==> config.mk <==
export PLATFORM = sky130hd
export DESIGN_NAME = scan_line_record_packer_unit
export DESIGN_NICKNAME = d
export VERILOG_FILES = /design/src/hw/rtl/slrp_pkg.sv /design/src/hw/rtl/scan_line_record_packer_unit.sv
export SDC_FILE = /design/constraint.sdc
export NUM_CORES = 2
export LEC_CHECK = 0
export BUFFER_PORTS_ARGS = -buffer_cell sky130_fd_sc_hd__buf_2
export CORE_ASPECT_RATIO = 1.75
export CORE_MARGIN = 3
export CORE_UTILIZATION = 51
export CTS_BUF_LIST = sky130_fd_sc_hd__clkbuf_16
export DETAILED_ROUTE_END_ITERATION = 8
export HOLD_SLACK_MARGIN = 0.05
export PLACE_DENSITY_LB_ADDON = 0.1
export SYNTH_ARGS = -nofsm -noshare
export SYNTH_HDL_FRONTEND = slang
export SYNTH_SLANG_ARGS = --single-unit
export TNS_END_PERCENT = 20
==> constraint.sdc <==
create_clock -name clk -period 9 [get_ports clk]
set_input_delay 0.9 -clock clk [delete_from_list [all_inputs] [get_ports clk]]
set_output_delay 0.9 -clock clk [all_outputs]
set_load 0.005 [all_outputs]
==> src/hw/rtl/slrp_pkg.sv <==
`timescale 1ns / 1ps

package slrp_pkg;

  // Mark buffer geometry
  localparam int MARK_DEPTH = 32;
  localparam int FILL_W     = $clog2(MARK_DEPTH + 1);
  localparam int IDX_W      = (MARK_DEPTH > 1) ? $clog2(MARK_DEPTH) : 1;
  localparam int RUN_W      = 6;

  // Configuration register indexes
  localparam logic [1:0] CFG_JUMP_CODE      = 2'd0;
  localparam logic [1:0] CFG_MARK_CODE      = 2'd1;
  localparam logic [1:0] CFG_LOOP_CODE      = 2'd2;
  localparam logic [1:0] CFG_LOOP_THRESHOLD = 2'd3;

  // Reset values of the configuration registers
  localparam logic [7:0]       JUMP_CODE_RST = 8'd0;
  localparam logic [7:0]       MARK_CODE_RST = 8'd1;
  localparam logic [7:0]       LOOP_CODE_RST = 8'd2;
  localparam logic [RUN_W-1:0] LOOP_THR_RST  = 6'd4;

  typedef enum logic [1:0] {
    REC_JUMP      = 2'd0,
    REC_MARK      = 2'd1,
    REC_LOOP_HDR  = 2'd2,
    REC_LOOP_PAIR = 2'd3
  } rec_kind_t;

  typedef enum logic [1:0] {
    ST_IDLE,
    ST_HDR,
    ST_PAIR,
    ST_JUMP
  } slrp_state_t;

  typedef struct packed {
    logic               mode;
    logic [7:0]         line_type;
    logic signed [31:0] pos_x;
    logic signed [31:0] pos_y;
  } in_item_t;

  typedef struct packed {
    rec_kind_t          record_kind;
    logic [7:0]         type_byte;
    logic signed [31:0] out_x;
    logic signed [31:0] out_y;
    logic [RUN_W-1:0]   run_count;
    logic               last_of_run;
  } out_item_t;

endpackage

==> src/hw/rtl/scan_line_record_packer_unit.sv <==
`timescale 1ns / 1ps

// Scan-line record packer. Points arrive as (mode, type, x, y); a point equal
// to the last kept one is dropped, marks are buffered in a 32-entry coordinate
// memory, and a jump, an end-of-list beat or a mark that overflows the buffer
// flushes that buffer as single mark records or as a loop header plus bare
// pairs, followed by the jump record after a jump. The accepting beat issues
// the first buffer read; then one record leaves per cycle while the output
// side does not stall, as the mark memory has a registered read port and is
// read one entry at a time. A beat that yields no record leaves the block
// ready for the next point; otherwise no new input is taken until the last
// record of a flush is loaded into the output register; that register lets
// the input side run on while the final record still waits downstream.
// Configuration writes must only be issued while the block is idle.
module scan_line_record_packer_unit
  import slrp_pkg::*;
(
  input  logic       clk,
  input  logic       rst_n,
  input  logic       in_valid,
  output logic       in_stall,
  input  in_item_t   in_data,
  output logic       out_valid,
  input  logic       out_stall,
  output out_item_t  out_data,
  input  logic       cfg_we,
  input  logic [1:0] cfg_addr,
  input  logic [7:0] cfg_wdata
);

  // Configuration registers
  logic [7:0]       jump_code_r;
  logic [7:0]       mark_code_r;
  logic [7:0]       loop_code_r;
  logic [RUN_W-1:0] loop_thr_r;

  // Control state
  slrp_state_t        state_r, state_nxt;
  logic [FILL_W-1:0]  fill_r, fill_nxt;
  logic [FILL_W-1:0]  rd_idx_r, rd_idx_nxt;
  logic signed [31:0] last_x_r, last_x_nxt;
  logic signed [31:0] last_y_r, last_y_nxt;
  logic               loop_r, loop_nxt;
  logic               pend_jump_r, pend_jump_nxt;
  logic               pend_mark_r, pend_mark_nxt;
  logic [7:0]         pend_type_r, pend_type_nxt;
  logic signed [31:0] pend_x_r, pend_x_nxt;
  logic signed [31:0] pend_y_r, pend_y_nxt;

  // Output register
  logic      out_valid_r;
  out_item_t out_data_r, out_nxt;
  logic      out_load;
  logic      out_free;

  // Mark memory, {x, y} per entry
  logic [63:0]      mark_mem [MARK_DEPTH];
  logic [63:0]      rd_data_r;
  logic             mem_we, mem_re;
  logic [IDX_W-1:0] mem_waddr, mem_raddr;
  logic [63:0]      mem_wdata;

  // Decode helpers
  logic in_fire;
  logic fresh;
  logic is_jump, is_mark;
  logic has_fill, buf_full;
  logic start_flush, force_loop;
  logic pair_done;

  assign in_stall  = (state_r != ST_IDLE);
  assign in_fire   = in_valid && !in_stall;
  assign out_free  = !out_valid_r || !out_stall;
  assign out_valid = out_valid_r;
  assign out_data  = out_data_r;

  assign fresh     = (in_data.pos_x != last_x_r) || (in_data.pos_y != last_y_r);
  assign is_jump   = (in_data.line_type == jump_code_r);
  assign is_mark   = (in_data.line_type == mark_code_r);
  assign has_fill  = (fill_r != '0);
  assign buf_full  = (fill_r == FILL_W'(MARK_DEPTH));
  assign pair_done = (rd_idx_r == fill_r);

  // Configuration writes
  always_ff @(posedge clk) begin
    if (!rst_n) begin
      jump_code_r <= JUMP_CODE_RST;
      mark_code_r <= MARK_CODE_RST;
      loop_code_r <= LOOP_CODE_RST;
      loop_thr_r  <= LOOP_THR_RST;
    end else if (cfg_we) begin
      unique case (cfg_addr)
        CFG_JUMP_CODE:      jump_code_r <= cfg_wdata;
        CFG_MARK_CODE:      mark_code_r <= cfg_wdata;
        CFG_LOOP_CODE:      loop_code_r <= cfg_wdata;
        CFG_LOOP_THRESHOLD: loop_thr_r  <= cfg_wdata[RUN_W-1:0];
        default: ;
      endcase
    end
  end

  // Next state, memory access and output record
  always_comb begin
    state_nxt     = state_r;
    fill_nxt      = fill_r;
    rd_idx_nxt    = rd_idx_r;
    last_x_nxt    = last_x_r;
    last_y_nxt    = last_y_r;
    loop_nxt      = loop_r;
    pend_jump_nxt = pend_jump_r;
    pend_mark_nxt = pend_mark_r;
    pend_type_nxt = pend_type_r;
    pend_x_nxt    = pend_x_r;
    pend_y_nxt    = pend_y_r;
    out_load      = 1'b0;
    out_nxt       = out_data_r;
    mem_we        = 1'b0;
    mem_waddr     = fill_r[IDX_W-1:0];
    mem_wdata     = {in_data.pos_x, in_data.pos_y};
    mem_re        = 1'b0;
    mem_raddr     = '0;
    start_flush   = 1'b0;
    force_loop    = 1'b0;

    unique case (state_r)
      ST_IDLE: begin
        if (in_fire) begin
          if (in_data.mode) begin
            // end of list
            start_flush   = has_fill;
            pend_jump_nxt = 1'b0;
            pend_mark_nxt = 1'b0;
            last_x_nxt    = -32'sd1;
            last_y_nxt    = -32'sd1;
          end else if (is_jump && fresh) begin
            pend_jump_nxt = 1'b1;
            pend_mark_nxt = 1'b0;
            pend_type_nxt = in_data.line_type;
            pend_x_nxt    = in_data.pos_x;
            pend_y_nxt    = in_data.pos_y;
            last_x_nxt    = in_data.pos_x;
            last_y_nxt    = in_data.pos_y;
            if (has_fill) begin
              start_flush = 1'b1;
            end else begin
              state_nxt = ST_JUMP;
            end
          end else if (is_mark && fresh) begin
            last_x_nxt = in_data.pos_x;
            last_y_nxt = in_data.pos_y;
            if (buf_full) begin
              // overflow: drain as a loop run, park the new mark
              start_flush   = 1'b1;
              force_loop    = 1'b1;
              pend_jump_nxt = 1'b0;
              pend_mark_nxt = 1'b1;
              pend_x_nxt    = in_data.pos_x;
              pend_y_nxt    = in_data.pos_y;
            end else begin
              mem_we   = 1'b1;
              fill_nxt = fill_r + FILL_W'(1);
            end
          end
          if (start_flush) begin
            mem_re     = 1'b1;
            mem_raddr  = '0;
            rd_idx_nxt = FILL_W'(1);
            loop_nxt   = force_loop || (7'(fill_r) > 7'(loop_thr_r));
            state_nxt  = (force_loop || (7'(fill_r) > 7'(loop_thr_r))) ? ST_HDR : ST_PAIR;
          end
        end
      end

      ST_HDR: begin
        if (out_free) begin
          out_load            = 1'b1;
          out_nxt.record_kind = REC_LOOP_HDR;
          out_nxt.type_byte   = loop_code_r;
          out_nxt.out_x       = '0;
          out_nxt.out_y       = '0;
          out_nxt.run_count   = RUN_W'(fill_r);
          out_nxt.last_of_run = 1'b0;
          state_nxt           = ST_PAIR;
        end
      end

      ST_PAIR: begin
        if (out_free) begin
          out_load            = 1'b1;
          out_nxt.record_kind = loop_r ? REC_LOOP_PAIR : REC_MARK;
          out_nxt.type_byte   = loop_r ? 8'd0 : mark_code_r;
          out_nxt.out_x       = rd_data_r[63:32];
          out_nxt.out_y       = rd_data_r[31:0];
          out_nxt.run_count   = '0;
          out_nxt.last_of_run = pair_done && !pend_jump_r;
          if (pair_done) begin
            // buffer drained; a parked mark lands in entry 0
            if (pend_mark_r) begin
              mem_we    = 1'b1;
              mem_waddr = '0;
              mem_wdata = {pend_x_r, pend_y_r};
              fill_nxt  = FILL_W'(1);
            end else begin
              fill_nxt = '0;
            end
            pend_mark_nxt = 1'b0;
            state_nxt     = pend_jump_r ? ST_JUMP : ST_IDLE;
          end else begin
            mem_re     = 1'b1;
            mem_raddr  = rd_idx_r[IDX_W-1:0];
            rd_idx_nxt = rd_idx_r + FILL_W'(1);
          end
        end
      end

      ST_JUMP: begin
        if (out_free) begin
          out_load            = 1'b1;
          out_nxt.record_kind = REC_JUMP;
          out_nxt.type_byte   = pend_type_r;
          out_nxt.out_x       = pend_x_r;
          out_nxt.out_y       = pend_y_r;
          out_nxt.run_count   = '0;
          out_nxt.last_of_run = 1'b1;
          pend_jump_nxt       = 1'b0;
          state_nxt           = ST_IDLE;
        end
      end

      default: state_nxt = ST_IDLE;
    endcase
  end

  // State registers
  always_ff @(posedge clk) begin
    if (!rst_n) begin
      state_r     <= ST_IDLE;
      fill_r      <= '0;
      rd_idx_r    <= '0;
      last_x_r    <= -32'sd1;
      last_y_r    <= -32'sd1;
      loop_r      <= 1'b0;
      pend_jump_r <= 1'b0;
      pend_mark_r <= 1'b0;
      out_valid_r <= 1'b0;
    end else begin
      state_r     <= state_nxt;
      fill_r      <= fill_nxt;
      rd_idx_r    <= rd_idx_nxt;
      last_x_r    <= last_x_nxt;
      last_y_r    <= last_y_nxt;
      loop_r      <= loop_nxt;
      pend_jump_r <= pend_jump_nxt;
      pend_mark_r <= pend_mark_nxt;
      if (out_load) begin
        out_valid_r <= 1'b1;
      end else if (!out_stall) begin
        out_valid_r <= 1'b0;
      end
    end
  end

  // Payload registers
  always_ff @(posedge clk) begin
    pend_type_r <= pend_type_nxt;
    pend_x_r    <= pend_x_nxt;
    pend_y_r    <= pend_y_nxt;
    if (out_load) begin
      out_data_r <= out_nxt;
    end
  end

  // Mark memory: one write port, one registered read port
  always_ff @(posedge clk) begin
    if (mem_we) begin
      mark_mem[mem_waddr] <= mem_wdata;
    end
    if (mem_re) begin
      rd_data_r <= mark_mem[mem_raddr];
    end
  end

  // Checks
  a_fill_bound: assert property (@(posedge clk) disable iff (!rst_n)
    fill_r <= FILL_W'(MARK_DEPTH))
    else $error("mark fill count beyond buffer depth");

  a_no_rw_overlap: assert property (@(posedge clk) disable iff (!rst_n)
    !(mem_we && mem_re))
    else $error("mark memory read and write in the same cycle");

  a_hdr_then_pair: assert property (@(posedge clk) disable iff (!rst_n)
    (out_load && out_nxt.record_kind == REC_LOOP_HDR) |=> (state_r == ST_PAIR))
    else $error("loop header not followed by pair readout");

  a_hdr_fields: assert property (@(posedge clk) disable iff (!rst_n)
    (out_valid_r && out_data_r.record_kind == REC_LOOP_HDR) |->
      (out_data_r.run_count != '0 && !out_data_r.last_of_run))
    else $error("loop header with empty run or marked as last");

endmodule
==> metrics.txt <==
Routed WL=298 mm; GRT Residual Overflow=0; #FFs+latches synth=2377; largest net degree at the start of global routing=135; Hold Path Stages=1; r2r worst-path depth=9; die height=573 um; worst reg2reg path startpoint=last_y_r[17]; sw frac=22.4%; Hold Startpoint=in_data[58]; switching power=5.06 mW; Area Growth Syn to Fin=11.2%; die area=189000 sq um; Hold Path Class=in -> reg; power share of the clock group=38.7%; pre-CTS setup slack=2760 ps; sequential share of the synthesized area=75.1%; Layout Skew=60.8 ps; worst hold endpoint=pend_x_r[26]; Slew HR=8.51%; Clk pin slew, worst setup/hold paths=60 ps; Final setup viols=0; met1 wire length=103 mm; RR Endpoint=mark_mem[2][15]; Syn Inst Count=6206; WL/cell=33.4 um; post-DR vias/cell=6.35; std cell rows=207; Synth Flop Type=edfxtp_1; worst endpoint required time=9440 ps; final hold violations=0; Final TNS setup=0 ps; Setup CP Type=reg -> reg; Max Cap Violations=0; Yosys warnings=0; gr usage total=31.5%; Root Driver=clkbuf_16; crit-path cells=xnor2_1 > nand4_1 > nor4_1 > nand4_1 > nor3b_2 > and3_1 > a21oi_1 > nor2_4 > buf_4; WL met2=152 mm; vias in the first global route=55800; min Tclk post-route=5850 ps; CP Data Arrival Time=6290 ps; htree depth=4; top cells by area, synth=edfxtp_1 (73%), mux2i_1 (3.8%), nand2_1 (3.5%); Ports=171; share of cells above drive strength 1=12.3%; synthesized area per cell=15.1 sq um; Initial Util=51.4%; CTS Buf Count=214; Most common cell on crit path=nand4_1; Reg power frac=55.6%; FMAX=171 MHz; peak supply drop=0.217 mV; area of the core=182000 sq um; CTS Sinks=2377; Leak=33.4 nW; Clock Path Buffers=4; CP Buf/Inv Count=1; Post-synth EDFFs=2265; CP max stage cell=nor4_1; Worst setup EP type=flip-flop; total number of vias=56700; top cell type by total area after synthesis=edfxtp_1; measured slew at the worst slew-check pin=1360 ps; DP Wirelength=182 mm; Synth Area in XOR/XNOR=0.829%; I/O Buffers=170; fin worst setup slack=3150 ps; Post-DRT Antenna Nets=0; first-pass GRT wire length=419 mm; DR pass1 iterations=7; P_int=17.5 mW; DRT iter0 DRCs=5929; post-synthesis simple-gate area fraction=8.34%; Clock Latency Late Sink=870 ps; outcome=completed; Hold Buf Count CTS=0; power density over the cells=217 nW/um^2; RSZ-0062 raised after global routing=no; DRC viols=0; setup bufs post-CTS=0; Combinational Power Share=5.8%; flop2flop setup slack=3150 ps; CP Max Fanout=38; delay-heaviest family, CP=simple AND/OR/NAND/NOR gates; Synth Area in Adders=0.174%; Top Metal Used=met5; top-area cell type share of the netlist area=72.7%; Final GP Congestion=0.918; main combinational cell family by area after synthesis=simple AND/OR/NAND/NOR gates; Setup crit start kind=flip-flop; die width=330 um; CTS tree=yes; CP peak stage delay=1160 ps; post-synthesis compound-gate area fraction=8.25%; post-cts sizing count=0; synthesized area=93500 sq um; share of synthesized registers carrying an async set or reset=0%; total nets after synthesis=6307; DR WL met3=21.5 mm; fin crit share=65.0%; Slew Limit Fails=0; Synth cell types=74; post-synthesis mux area share=5.18%; NumNets Final=6441; initial antenna violation count=19
cells in the final DEF (no fill, tap or decap), drive strengths merged, types with 64 or more instances in the layout:
master  count
o22a       64
nor2      210
xnor2      86
clkinv    100
edfxtp   2265
nand4      81
clkbuf    217
a22o       64
or3       106
dfxtp     112
o21ai     163
buf       333
a211oi    120
inv        70
nand2     878
o221ai    149
a21oi     293
mux2i     352
nand3     329
synth_stat cells (all sizes together), types with 14 or more instances:
| library cell | n |
|---|---|
| a211oi | 120 |
| a21boi | 14 |
| a21oi | 293 |
| a221oi | 28 |
| a22o | 64 |
| a22oi | 17 |
| a31oi | 51 |
| buf | 228 |
| clkbuf | 187 |
| dfxtp | 112 |
| edfxtp | 2265 |
| inv | 22 |
| mux2 | 21 |
| mux2i | 352 |
| mux4 | 48 |
| nand2 | 878 |
| nand3 | 329 |
| nand4 | 81 |
| nor2 | 210 |
| nor2b | 22 |
| nor3 | 32 |
| nor4 | 32 |
| o211ai | 29 |
| o21a | 20 |
| o21ai | 163 |
| o21bai | 18 |
| o221ai | 149 |
| o22a | 64 |
| o22ai | 37 |
| o31ai | 18 |
| or2 | 17 |
| or3 | 106 |
| xnor2 | 86 |
worst max-delay path by stage:
stage / start / endpoint / depth (start not counted)
floorplan: in_data[24] / mark_mem[7][0] / 9
global placement: in_data[51] / mark_mem[2][26] / 10
detailed placement: in_data[6] / mark_mem[13][37] / 10
CTS: last_x_r[19] / mark_mem[2][48] / 9
global route: last_y_r[11] / mark_mem[1][60] / 9
finish: last_y_r[17] / mark_mem[2][15] / 9
stage by stage:
step	total power, mW	hold WS, ps	utilization, %	instance area [sq um]	std cells
after global routing	23.2	246	57.1	104000	8915
after detailed placement	14.1	465	53.5	97500	8527
after global placement	14.1	456	53.5	97500	8527
after CTS	22.7	209	57.1	104000	8914
after floorplan	13.4	441	-	93500	6206
final	22.6	262	57.1	104000	8927
worst register-to-register path, stage by stage (launching register included):
cell and delay, ps:
dfxtp_1 320, xnor2_1 650, nand4_1 170, nor4_1 1160, nand4_1 740, nor3b_2 450
and3_1 290, a21oi_1 660, nor2_4 370, buf_4 510
layout make-up:
class                           instances  area, sq um
Fill cell                           14200        78000
Sequential cell                      2377        70300
Multi-Input combinational cell       3391        21800
Clock buffer                          217         5430
Tap cell                             2403         3010
Timing Repair Buffer                  333         2270
Clock inverter                        170         1110
Inverter                               23         88.8
Antenna cell                           13         32.5
cells by family after synthesis:
group	Yosys count
flip-flops	2377
AND/OR/NAND/NOR	1742
AO/OA/AOI/OAI	1129
buffers and inverters	438
multiplexers	421
XOR/XNOR	86
adder cells (fa/ha/maj)	13
power by group through the flow:
stage	registers (mW)	clock network (mW)	logic [mW]
6_report	12.6	8.74	1.30
5_1_grt	12.6	9.26	1.38
4_1_cts	12.6	8.84	1.31
3_5_place_dp	12.8	0	1.30
3_3_place_gp	12.8	0	1.29
2_1_floorplan	12.8	0	0.546
per-layer routing:
layer | vias up | GRT usage, %
met4 | 6 | 19.5
li1 | 24300 | -
met3 | 673 | 4.17
met5 | - | 0
met2 | 2661 | 54.5
met1 | 29100 | 37.3
flip-flops by register name (all words and copies together), names as in the netlist:
signal,count
mark_mem,2048
out_data,81
rd_data_r,64
last_x_r,32
last_y_r,32
pend_x_r,32
pend_y_r,32
jump_code_r,8
loop_code_r,8
mark_code_r,8
pend_type_r,8
fill_r,6
loop_thr_r,6
rd_idx_r,6
state_r,2
loop_r,1
out_valid,1
pend_jump_r,1
pend_mark_r,1
Note: power is estimated with default switching activity, not from simulation.
